$ cat config.mk
export PLATFORM = sky130hd
export DESIGN_NAME = curve_midpoint_subdivider_top
export DESIGN_NICKNAME = d
export VERILOG_FILES = /design/src/sv/cms_pkg.sv /design/src/sv/cms_fifo.sv /design/src/sv/cms_front.sv /design/src/sv/cms_stage.sv /design/src/sv/cms_back.sv /design/src/sv/curve_midpoint_subdivider_top.sv
export SDC_FILE = /design/constraint.sdc
export NUM_CORES = 2
export LEC_CHECK = 0
export BUFFER_PORTS_ARGS = -buffer_cell sky130_fd_sc_hd__buf_2
export CORE_ASPECT_RATIO = 1.1
export CORE_MARGIN = 4
export CORE_UTILIZATION = 45
export CTS_CLUSTER_SIZE = 8
export DETAILED_ROUTE_END_ITERATION = 8
export SLEW_MARGIN = 20
export SYNTH_ARGS = -nofsm -noshare
export SYNTH_HDL_FRONTEND = slang
export SYNTH_HIERARCHICAL = 1
export SYNTH_SLANG_ARGS = --single-unit
$ cat constraint.sdc
create_clock -name clk -period 9.95 [get_ports clk]
set_input_delay 1.4925 -clock clk [delete_from_list [all_inputs] [get_ports clk]]
set_output_delay 1.4925 -clock clk [all_outputs]
set_load 0.1 [all_outputs]
$ cat src/sv/cms_pkg.sv
`timescale 1ns / 1ps
package cms_pkg;

  // width of the level count carried with every word
  localparam int LVL_W = 3;

  // per-stage history count
  localparam logic [1:0] SEEN_NONE = 2'd0;
  localparam logic [1:0] SEEN_ONE  = 2'd1;
  localparam logic [1:0] SEEN_MANY = 2'd2;

  // bit positions of the pending-output mask in a stage, in emission order
  localparam int SEL_MM = 0;  // midpoint of two midpoints
  localparam int SEL_M  = 1;  // midpoint of held point and new point
  localparam int SEL_P  = 2;  // the point itself

endpackage

$ cat src/sv/cms_fifo.sv
`timescale 1ns / 1ps
module cms_fifo #(
  parameter int W     = 8,
  parameter int DEPTH = 4
) (
  input  logic         clk,
  input  logic         rst_n,
  input  logic         push,
  output logic         full,
  input  logic [W-1:0] din,
  input  logic         pop,
  output logic         empty,
  output logic [W-1:0] dout
);

  localparam int AW = (DEPTH > 1) ? $clog2(DEPTH) : 1;

  logic [W-1:0] mem_r [DEPTH];
  logic [AW:0]  wr_r, wr_nxt;
  logic [AW:0]  rd_r, rd_nxt;
  logic [AW:0]  cnt;

  // occupancy from pointer distance; DEPTH is a power of two
  assign cnt   = wr_r - rd_r;
  assign full  = (cnt == (AW+1)'(DEPTH));
  assign empty = (cnt == '0);
  assign dout  = mem_r[rd_r[AW-1:0]];

  assign wr_nxt = (push && !full) ? wr_r + 1'b1 : wr_r;
  assign rd_nxt = (pop && !empty) ? rd_r + 1'b1 : rd_r;

  // pointers
  always_ff @(posedge clk) begin
    if (!rst_n) begin
      wr_r <= '0;
      rd_r <= '0;
    end else begin
      wr_r <= wr_nxt;
      rd_r <= rd_nxt;
    end
  end

  // storage
  always_ff @(posedge clk) begin
    if (push && !full) begin
      mem_r[wr_r[AW-1:0]] <= din;
    end
  end

endmodule

$ cat src/sv/cms_front.sv
`timescale 1ns / 1ps
module cms_front #(
  parameter int MAX_LEVELS = 5,
  parameter int CW         = 16,
  parameter int QDEPTH     = 4
) (
  input  logic                      clk,
  input  logic                      rst_n,
  input  logic                      cfg_we,
  input  logic [cms_pkg::LVL_W-1:0] cfg_levels,
  input  logic                      push,
  output logic                      full,
  input  logic [CW-1:0]             in_x,
  input  logic [CW-1:0]             in_y,
  input  logic                      in_last,
  output logic                      q_valid,
  input  logic                      q_ready,
  output logic [CW-1:0]             q_x,
  output logic [CW-1:0]             q_y,
  output logic                      q_last,
  output logic [cms_pkg::LVL_W-1:0] q_act
);
  import cms_pkg::*;

  localparam int QW = 2*CW + 1 + LVL_W;

  logic [LVL_W-1:0] levels_r, levels_nxt;
  logic [LVL_W-1:0] act;
  logic [QW-1:0]    q_din, q_dout;
  logic             q_empty;

  // levels register
  assign levels_nxt = cfg_we ? cfg_levels : levels_r;

  always_ff @(posedge clk) begin
    if (!rst_n) begin
      levels_r <= LVL_W'(1);
    end else begin
      levels_r <= levels_nxt;
    end
  end

  // classify: stage count tagged onto each word, saturated to the built depth
  assign act   = (levels_r > LVL_W'(MAX_LEVELS)) ? LVL_W'(MAX_LEVELS) : levels_r;
  assign q_din = {act, in_last, in_y, in_x};

  cms_fifo #(.W(QW), .DEPTH(QDEPTH)) u_inq (
    .clk   (clk),
    .rst_n (rst_n),
    .push  (push),
    .full  (full),
    .din   (q_din),
    .pop   (q_ready),
    .empty (q_empty),
    .dout  (q_dout)
  );

  assign q_valid = !q_empty;
  assign q_x     = q_dout[CW-1:0];
  assign q_y     = q_dout[2*CW-1:CW];
  assign q_last  = q_dout[2*CW];
  assign q_act   = q_dout[QW-1:2*CW+1];

endmodule

$ cat src/sv/cms_stage.sv
`timescale 1ns / 1ps
module cms_stage #(
  parameter int CW  = 16,
  parameter int IDX = 0
) (
  input  logic                      clk,
  input  logic                      rst_n,
  input  logic                      in_valid,
  output logic                      in_ready,
  input  logic [CW-1:0]             in_x,
  input  logic [CW-1:0]             in_y,
  input  logic                      in_last,
  input  logic [cms_pkg::LVL_W-1:0] in_act,
  output logic                      out_valid,
  input  logic                      out_ready,
  output logic [CW-1:0]             out_x,
  output logic [CW-1:0]             out_y,
  output logic                      out_last,
  output logic [cms_pkg::LVL_W-1:0] out_act
);
  import cms_pkg::*;

  // floor((a+b)/2) on signed values
  function automatic logic [CW-1:0] mid(input logic [CW-1:0] a, input logic [CW-1:0] b);
    logic [CW:0] s;
    s = {a[CW-1], a} + {b[CW-1], b};
    return s[CW:1];
  endfunction

  logic [1:0]       seen_r, seen_nxt;
  logic [2:0]       mask_r, mask_nxt;
  logic [CW-1:0]    hp_x_r, hp_x_nxt, hp_y_r, hp_y_nxt;
  logic [CW-1:0]    hm_x_r, hm_x_nxt, hm_y_r, hm_y_nxt;
  logic [CW-1:0]    mm_x_r, mm_x_nxt, mm_y_r, mm_y_nxt;
  logic [CW-1:0]    m_x_r, m_x_nxt, m_y_r, m_y_nxt;
  logic [CW-1:0]    p_x_r, p_x_nxt, p_y_r, p_y_nxt;
  logic             last_r, last_nxt;
  logic [LVL_W-1:0] act_r, act_nxt;

  logic          pop, acc, hit;
  logic [2:0]    mask_left;
  logic [CW-1:0] m_x, m_y;

  // output side: the mask holds the words still owed for the current point
  assign out_valid = (mask_r != 3'b000);
  assign pop       = out_valid && out_ready;
  assign mask_left = mask_r & (mask_r - 3'd1);
  assign in_ready  = (mask_r == 3'b000) || (pop && mask_left == 3'b000);
  assign acc       = in_valid && in_ready;
  assign hit       = (in_act > LVL_W'(IDX));

  assign m_x = mid(hp_x_r, in_x);
  assign m_y = mid(hp_y_r, in_y);

  // word select, oldest first
  always_comb begin
    out_act = act_r;
    if (mask_r[SEL_MM]) begin
      out_x    = mm_x_r;
      out_y    = mm_y_r;
      out_last = 1'b0;
    end else if (mask_r[SEL_M]) begin
      out_x    = m_x_r;
      out_y    = m_y_r;
      out_last = 1'b0;
    end else begin
      out_x    = p_x_r;
      out_y    = p_y_r;
      out_last = last_r;
    end
  end

  // accept a point and update the stage history
  always_comb begin
    seen_nxt = seen_r;
    mask_nxt = pop ? mask_left : mask_r;
    hp_x_nxt = hp_x_r;
    hp_y_nxt = hp_y_r;
    hm_x_nxt = hm_x_r;
    hm_y_nxt = hm_y_r;
    mm_x_nxt = mm_x_r;
    mm_y_nxt = mm_y_r;
    m_x_nxt  = m_x_r;
    m_y_nxt  = m_y_r;
    p_x_nxt  = p_x_r;
    p_y_nxt  = p_y_r;
    last_nxt = last_r;
    act_nxt  = act_r;
    if (acc) begin
      p_x_nxt  = in_x;
      p_y_nxt  = in_y;
      last_nxt = in_last;
      act_nxt  = in_act;
      m_x_nxt  = m_x;
      m_y_nxt  = m_y;
      mm_x_nxt = mid(hm_x_r, m_x);
      mm_y_nxt = mid(hm_y_r, m_y);
      if (!hit) begin
        // stage not in use for this word: pass through, history untouched
        mask_nxt = 3'b100;
      end else if (seen_r == SEEN_NONE) begin
        mask_nxt = 3'b100;
        if (!in_last) begin
          hp_x_nxt = in_x;
          hp_y_nxt = in_y;
          seen_nxt = SEEN_ONE;
        end
      end else begin
        mask_nxt = {in_last, 1'b1, seen_r == SEEN_MANY};
        hm_x_nxt = m_x;
        hm_y_nxt = m_y;
        hp_x_nxt = in_x;
        hp_y_nxt = in_y;
        seen_nxt = in_last ? SEEN_NONE : SEEN_MANY;
      end
    end
  end

  // control
  always_ff @(posedge clk) begin
    if (!rst_n) begin
      seen_r <= SEEN_NONE;
      mask_r <= 3'b000;
    end else begin
      seen_r <= seen_nxt;
      mask_r <= mask_nxt;
    end
  end

  // payload
  always_ff @(posedge clk) begin
    hp_x_r <= hp_x_nxt;
    hp_y_r <= hp_y_nxt;
    hm_x_r <= hm_x_nxt;
    hm_y_r <= hm_y_nxt;
    mm_x_r <= mm_x_nxt;
    mm_y_r <= mm_y_nxt;
    m_x_r  <= m_x_nxt;
    m_y_r  <= m_y_nxt;
    p_x_r  <= p_x_nxt;
    p_y_r  <= p_y_nxt;
    last_r <= last_nxt;
    act_r  <= act_nxt;
  end

  // a midpoint of midpoints is always followed by its midpoint
  a_mm_then_m: assert property (@(posedge clk) disable iff (!rst_n)
    mask_r[SEL_MM] |-> mask_r[SEL_M])
    else $error("stage: mm word pending without m word");

  // history count never takes the unused code
  a_seen_code: assert property (@(posedge clk) disable iff (!rst_n)
    seen_r != 2'd3)
    else $error("stage: bad history count");

  // a flagged point closes the list in an active stage
  a_last_clears: assert property (@(posedge clk) disable iff (!rst_n)
    (acc && hit && in_last) |=> (seen_r == SEEN_NONE))
    else $error("stage: history not cleared on last point");

  // a pass-through word leaves the history alone
  a_bypass_hold: assert property (@(posedge clk) disable iff (!rst_n)
    (acc && !hit) |=> $stable(seen_r))
    else $error("stage: history changed on pass-through word");

endmodule

$ cat src/sv/cms_back.sv
`timescale 1ns / 1ps
module cms_back #(
  parameter int MAX_LEVELS = 5,
  parameter int CW         = 16,
  parameter int QDEPTH     = 4
) (
  input  logic                      clk,
  input  logic                      rst_n,
  input  logic                      q_valid,
  output logic                      q_ready,
  input  logic [CW-1:0]             q_x,
  input  logic [CW-1:0]             q_y,
  input  logic                      q_last,
  input  logic [cms_pkg::LVL_W-1:0] q_act,
  output logic                      empty,
  input  logic                      pop,
  output logic [CW-1:0]             res_x,
  output logic [CW-1:0]             res_y,
  output logic                      res_last
);
  import cms_pkg::*;

  localparam int RW = 2*CW + 1;

  logic             lv_valid [MAX_LEVELS+1];
  logic             lv_ready [MAX_LEVELS+1];
  logic [CW-1:0]    lv_x     [MAX_LEVELS+1];
  logic [CW-1:0]    lv_y     [MAX_LEVELS+1];
  logic             lv_last  [MAX_LEVELS+1];
  logic [LVL_W-1:0] lv_act   [MAX_LEVELS+1];

  logic          res_full;
  logic [RW-1:0] res_din, res_dout;

  // chain head
  assign lv_valid[0] = q_valid;
  assign q_ready     = lv_ready[0];
  assign lv_x[0]     = q_x;
  assign lv_y[0]     = q_y;
  assign lv_last[0]  = q_last;
  assign lv_act[0]   = q_act;

  // cascaded subdivision stages
  for (genvar i = 0; i < MAX_LEVELS; i++) begin : g_stage
    cms_stage #(.CW(CW), .IDX(i)) u_stage (
      .clk       (clk),
      .rst_n     (rst_n),
      .in_valid  (lv_valid[i]),
      .in_ready  (lv_ready[i]),
      .in_x      (lv_x[i]),
      .in_y      (lv_y[i]),
      .in_last   (lv_last[i]),
      .in_act    (lv_act[i]),
      .out_valid (lv_valid[i+1]),
      .out_ready (lv_ready[i+1]),
      .out_x     (lv_x[i+1]),
      .out_y     (lv_y[i+1]),
      .out_last  (lv_last[i+1]),
      .out_act   (lv_act[i+1])
    );
  end

  // result queue
  assign lv_ready[MAX_LEVELS] = !res_full;
  assign res_din = {lv_last[MAX_LEVELS], lv_y[MAX_LEVELS], lv_x[MAX_LEVELS]};

  cms_fifo #(.W(RW), .DEPTH(QDEPTH)) u_outq (
    .clk   (clk),
    .rst_n (rst_n),
    .push  (lv_valid[MAX_LEVELS]),
    .full  (res_full),
    .din   (res_din),
    .pop   (pop),
    .empty (empty),
    .dout  (res_dout)
  );

  assign res_x    = res_dout[CW-1:0];
  assign res_y    = res_dout[2*CW-1:CW];
  assign res_last = res_dout[2*CW];

endmodule

$ cat src/sv/curve_midpoint_subdivider_top.sv
`timescale 1ns / 1ps
// Midpoint corner-cutting curve subdivider. Control points go in as queue
// words (push/full) and curve points come out as queue words (empty/pop);
// a word with the last flag closes a list. cfg_levels selects 0..MAX_LEVELS
// cascaded passes (larger values saturate) and is sampled when a point is
// accepted. Every pass emits at most three words per incoming word, one per
// cycle while its downstream side is ready; the result port delivers one
// word per cycle while pop is held and the queue holds words. Once the
// chain is busy, the last stage's word rate and the result queue set the
// output rate. An input queue in front lets new points be taken while
// earlier ones are still being expanded; an output queue holds finished
// words. Each word passes the input queue, all MAX_LEVELS stages and the
// result queue whatever the level setting, since unused stages still
// register each word on its way through. No clearing pass follows reset.
module curve_midpoint_subdivider_top #(
  parameter int MAX_LEVELS = 5,
  parameter int COORD_BITS = 16
) (
  input  logic                         clk,
  input  logic                         rst_n,
  input  logic                         cfg_we,
  input  logic [cms_pkg::LVL_W-1:0]    cfg_levels,
  input  logic                         push,
  output logic                         full,
  input  logic signed [COORD_BITS-1:0] in_point_x,
  input  logic signed [COORD_BITS-1:0] in_point_y,
  input  logic                         in_last_point,
  output logic                         empty,
  input  logic                         pop,
  output logic signed [COORD_BITS-1:0] out_x,
  output logic signed [COORD_BITS-1:0] out_y,
  output logic                         out_last
);
  import cms_pkg::*;

  logic                  q_valid, q_ready, q_last;
  logic [COORD_BITS-1:0] q_x, q_y;
  logic [LVL_W-1:0]      q_act;
  logic [COORD_BITS-1:0] res_x, res_y;

  // front: config, level tagging, input queue
  cms_front #(.MAX_LEVELS(MAX_LEVELS), .CW(COORD_BITS), .QDEPTH(4)) u_front (
    .clk        (clk),
    .rst_n      (rst_n),
    .cfg_we     (cfg_we),
    .cfg_levels (cfg_levels),
    .push       (push),
    .full       (full),
    .in_x       (in_point_x),
    .in_y       (in_point_y),
    .in_last    (in_last_point),
    .q_valid    (q_valid),
    .q_ready    (q_ready),
    .q_x        (q_x),
    .q_y        (q_y),
    .q_last     (q_last),
    .q_act      (q_act)
  );

  // back: subdivision stages and result queue
  cms_back #(.MAX_LEVELS(MAX_LEVELS), .CW(COORD_BITS), .QDEPTH(4)) u_back (
    .clk      (clk),
    .rst_n    (rst_n),
    .q_valid  (q_valid),
    .q_ready  (q_ready),
    .q_x      (q_x),
    .q_y      (q_y),
    .q_last   (q_last),
    .q_act    (q_act),
    .empty    (empty),
    .pop      (pop),
    .res_x    (res_x),
    .res_y    (res_y),
    .res_last (out_last)
  );

  assign out_x = res_x;
  assign out_y = res_y;

endmodule
==> After elaboration in Yosys (flattened, before gate mapping) <==
Memory sizes are Yosys's and may differ from the RTL's. A register that Yosys moved wholly into a read port is not among the register bits.
Index checks and enable logic that the tools add are counted.
Widths: inputs -> output; s select.
{ "word_totals": {"regBits": 857, "mem_bits_rw": 276, "out_inout_bits": 35, "n_memories": 2} }
{ "op_classes": {"addsub": 31, "magnitude_cmp": 6, "eq_ne": 12, "mux": 94, "bitwise": 10, "reduce_logical": 59} }
{ "memory_table": {"columns": ["name", "depth", "width", "read_ports", "rd_ports_with_merged_regs", "write_ports", "line", "rtl"], "rows": [
  ["u_front.u_inq.mem_r", 4, 36, 1, 1, 1, "cms_fifo.sv:18", "logic [W-1:0] mem_r [DEPTH];"],
  ["u_back.u_outq.mem_r", 4, 33, 1, 1, 1, "cms_fifo.sv:18", null]
]} }
{ "op_table": {"columns": ["cell", "count"], "rows": [
  ["$mux 16", 40],
  ["$add 16x16->17", 20],
  ["$mux 3", 21],
  ["$mux 2", 19],
  ["$logic_not 3->1", 12],
  ["$reduce_and 3->1", 10],
  ["$and 3x3->3", 5],
  ["$reduce_bool 3->1", 5],
  ["$sub 3x1->3 const B", 5],
  ["$mux 1", 14],
  ["$logic_and 1x1->1", 13],
  ["$add 3x1->3 const B", 4],
  ["$eq 2x2->1 const B", 5],
  ["$logic_not 2->1", 5],
  ["$ne 2x2->1 const B", 5],
  ["$reduce_bool 2->1", 5],
  ["$eq 3x3->1 const B", 2],
  ["$gt 3x1->1 const B", 2],
  ["$gt 3x2->1 const B", 2],
  ["$gt 3x3->1 const B", 2],
  ["$sub 3x3->3", 2],
  ["$logic_or 1x1->1", 5],
  ["$not 1->1", 5],
  ["$logic_not 1->1", 4]
]} }

==> Logic depth before layout (Yosys ltp) <==
{ "depth": {"depth_word": 21, "ltp_mapped": 24} }

==> Modules after synthesis <==
Netlist, hierarchy kept.
{ "by_module_without_submodules": {"columns": ["mod", "instances", "cells_per_inst", "area_per_inst_um2"], "rows": [
  ["cms_stage at u_back.g_stage[4].u_stage", 1, 727, 8876.0],
  ["cms_stage at u_back.g_stage[1].u_stage", 1, 692, 8764.7],
  ["cms_stage at u_back.g_stage[0].u_stage", 1, 707, 8752.1],
  ["cms_stage at u_back.g_stage[2].u_stage", 1, 686, 8630.8],
  ["cms_stage at u_back.g_stage[3].u_stage", 1, 672, 8550.7],
  ["cms_fifo at u_front.u_inq", 1, 241, 5681.7],
  ["cms_fifo at u_back.u_outq", 1, 226, 5245.0],
  ["cms_front", 1, 13, 127.6],
  ["cms_back", 1, 1, 3.8]
]} }

==> Least setup slack after synthesis <==
Ideal clock, no wire load.
{ "synth_timing": {"path_type": "register -> register", "from": "register u_back.u_outq.wr_r[0]", "to": "register u_back.g_stage[0].u_stage.last_r (enable)", "arrival_time_ns": 6.267, "required_ns": 9.480, "setup_slack_ns": 3.213, "path_stages_with_launch": 23, "path_buffers": 0, "cell_sequence": "dfxtp_1 > inv_1 > ha_1 > nor2b_1 > xnor2_2 > and2_1 > inv_1 > nand2b_1 > a211oi_1 > or2_2 > inv_1 > maj3_1 > o21ai_2 > nand2b_1 > a211oi_1 > or2_2 > nand2b_1 > a211oi_2 > or2_2 > inv_1 > maj3_1 > o22ai_1 > and2_1"} }
{ "synth_rtl": {"columns": ["element", "line", "rtl"], "rows": [
  ["from (decl)", "cms_fifo.sv:19", "logic [AW:0] wr_r, wr_nxt;"],
  ["from (signal assigned)", "cms_fifo.sv:38", "wr_r <= wr_nxt;"],
  ["to (signal assigned)", "cms_stage.sv:142", "last_r <= last_nxt;"],
  ["to (decl)", "cms_stage.sv:37", "logic last_r, last_nxt;"]
]} }

==> out/metrics.yaml <==
cells_and_area:
  syn_to_final_growth_pct: 12.8
  largest_reg_flops: 144
  drive_above_1_share: 0.108
  finalNetCount: 4518
  n_antenna_cell: 0
  final_cells: 5854
  fillers: 9978
  regArea_mm2: 0.0337
  multi_input_area_mm2: 0.0200
critical_path:
  critPathCaptureType: "register"
  reg2reg_depth: 23
  path_class: "reg -> reg"
  r2r-end: "u_back/g_stage[0].u_stage/m_x_r[11]"
  reg2reg_slack_ps: 3570
  required_ps: 10300
  r2r_start: "u_back/u_outq/wr_r[0]"
  critPathLaunchType: "register"
  worstPathMaxFanout: 52
  arrival_ps: 6740
outcome:
  status: "complete, no violations"
logic_synthesis:
  syn-mean-instance-area_um2: 13.8
  synthCells: 3962
  yosysWarningCount: 6
  synth_area_mm2: 0.0545
  syn-num-nets: 4337
clocking:
  post_cts_buffers: 0
  clk_pin_slew_ps: 50
  clk_path_buf_depth: 3
  cts_root_buf: "clkbuf_16"
  holdBufCountCts: 0
  cts_sinks: 1137
  cts_resized: 0
  clock_latency_ps: 730
  tritoncts: "done"
  numCtsBuffers: 160
  htree_levels: 4
placed_design:
  dp_slack_ps: 3530
  dp_hpwl_mm: 65.2
  gp_congestion: 0.803
  dp.cells: 5599
  io_buffer_count: 75
global_route:
  grt_pass1_vias: 31608
  grt_max_degree: 72
  grt_usage: 0.147
  grt_pass1_wl_mm: 156
  antenna_found_initial: 0
  grt-ovfl-total: 0
timing:
  timing.fmax_ghz: 0.157
  rsz0062_at_grt: "false"
  finalHoldViolations: 0
  tightest_slew_ps: 829
  clock_skew_ps: 17.0
  fin_crit_ps: 6380
  setup_viol: 0
  worst_slack_ps: 3570
  slew_headroom: 0.446
  report.final.slew_viol_count: 0
  fin_crit_sh: 0.641
  finalSetupTns_ps: 0
floorplanning:
  placementRows: 133
  die_w_um: 340
  pin_count: 76
  die_h_um: 373
  die_area_mm2: 0.127
  core_area_mm2: 0.120
  start_util: 0.455
route:
  first_pass_iters: 6
  wirelength_mm: 92.7
  wl_met1_mm: 40.2
  dr.max_layer_used: "met4"
  wl_met3_mm: 3.03
  via_count: 31084
  avgRoutedWirePerCell_um: 15.8
  drc_errors: 0
  antenna_left: 0
  viasPerCell: 5.31
  wl_met2_mm: 47.0
  dr.first_iter.drc_count: 1419
power_and_ir_drop:
  power_density_mw_per_mm2: 369
  peakVddDrop_uv: 203
  p_leak_uw: 0.0214
  power_frac_clock: 0.217
  p_sw_uw: 8230
  p_int_uw: 14500
  p_comb_frac: 0.447
  p_seq_frac: 0.336
  swShare: 0.362
hold_path:
  holdPathStages: 0
  hold_start: "u_back/g_stage[2].u_stage/out_act[0]"
  whs_endpoint: "u_back/g_stage[3].u_stage/out_act[0]"
  min_path_type: "reg -> reg"
flow_run:
  drv_cap: 0
-- worst max path at each step --
stage	from	to	slack, ps	cells past startpoint
after floorplan	u_back/u_outq/wr_r[0]	u_back/g_stage[0].u_stage/last_r	3210	22
final	u_back/u_outq/wr_r[0]	u_back/g_stage[0].u_stage/m_x_r[11]	3570	23
after global routing	u_back/u_outq/wr_r[0]	u_back/g_stage[0].u_stage/p_x_r[11]	3010	23
after global placement	u_back/u_outq/wr_r[0]	u_back/g_stage[0].u_stage/p_x_r[12]	3740	23
after CTS	u_back/u_outq/wr_r[0]	u_back/g_stage[0].u_stage/mm_x_r[12]	3490	23
after detailed placement	u_back/u_outq/wr_r[0]	u_back/g_stage[0].u_stage/p_x_r[12]	3530	23
-- metal layers --
metal	track usage	up-vias
met2	0.260	424
met1	0.179	14839
li1	-	15619
met5	0	-
met3	0.0276	202
met4	0.0516	0
-- cells in the final DEF, fill, tap and decap left out, types with 35 or more instances in the layout --
cell          n
edfxtp_1   1093
nand2_1     320
ha_1        314
o21ai_0     293
a21oi_1     227
mux2i_1     183
clkbuf_16   163
xnor2_1     155
nor2_1      140
inv_1       127
a21o_1       88
xor2_1       88
clkbuf_1     77
buf_2        75
mux4_2       69
nand3_1      54
nor2b_1      53
nor3_1       42
a211oi_1     42
buf_4        36
a31oi_1      35
-- per-stage QoR --
step                utilization  hold WS, ps  power [µW]  area, µm²
finish                    0.513          413       22700      61500
global route              0.513          420       24400      61500
global placement          0.474          410       17700      56900
floorplan                     -          400       15800      54500
detailed placement        0.474          409       17900      56900
CTS                       0.512          415       22900      61400
-- power by group through the flow --
stage	sequential, µW	combinational, µW	clock [µW]
2_1_floorplan	7690	8110	0
3_3_place_gp	7700	9970	0
3_5_place_dp	7730	10200	0
4_1_cts	7640	10200	5090
5_1_grt	7710	11400	5310
6_report	7630	10200	4920
-- cell type report --
class,count,share of cell area
Sequential cell,1137,0.548
Multi-Input combinational cell,2601,0.325
Clock buffer,240,0.0710
Tap cell,1620,0.0330
Timing Repair Buffer,113,0.0114
Inverter,130,0.00806
Clock inverter,13,0.00287
-- critical path: stages (launching register included) --
cell and delay [ps]:
dfxtp_1 370, inv_1 110, ha_1 200, nor2b_1 150, xnor2_2 200, and2_1 250, inv_1 110, nand2b_1 100
a211oi_1 340, or2_2 210, inv_1 60, maj3_1 360, o21ai_2 290, nand2b_1 150, a211oi_1 300, or2_2 220
nand2b_1 110, a211oi_2 250, or2_2 180, inv_1 80, maj3_1 360, o22ai_1 290, and2_4 610, buf_4 640
Note: power is estimated with default switching activity, not from simulation.
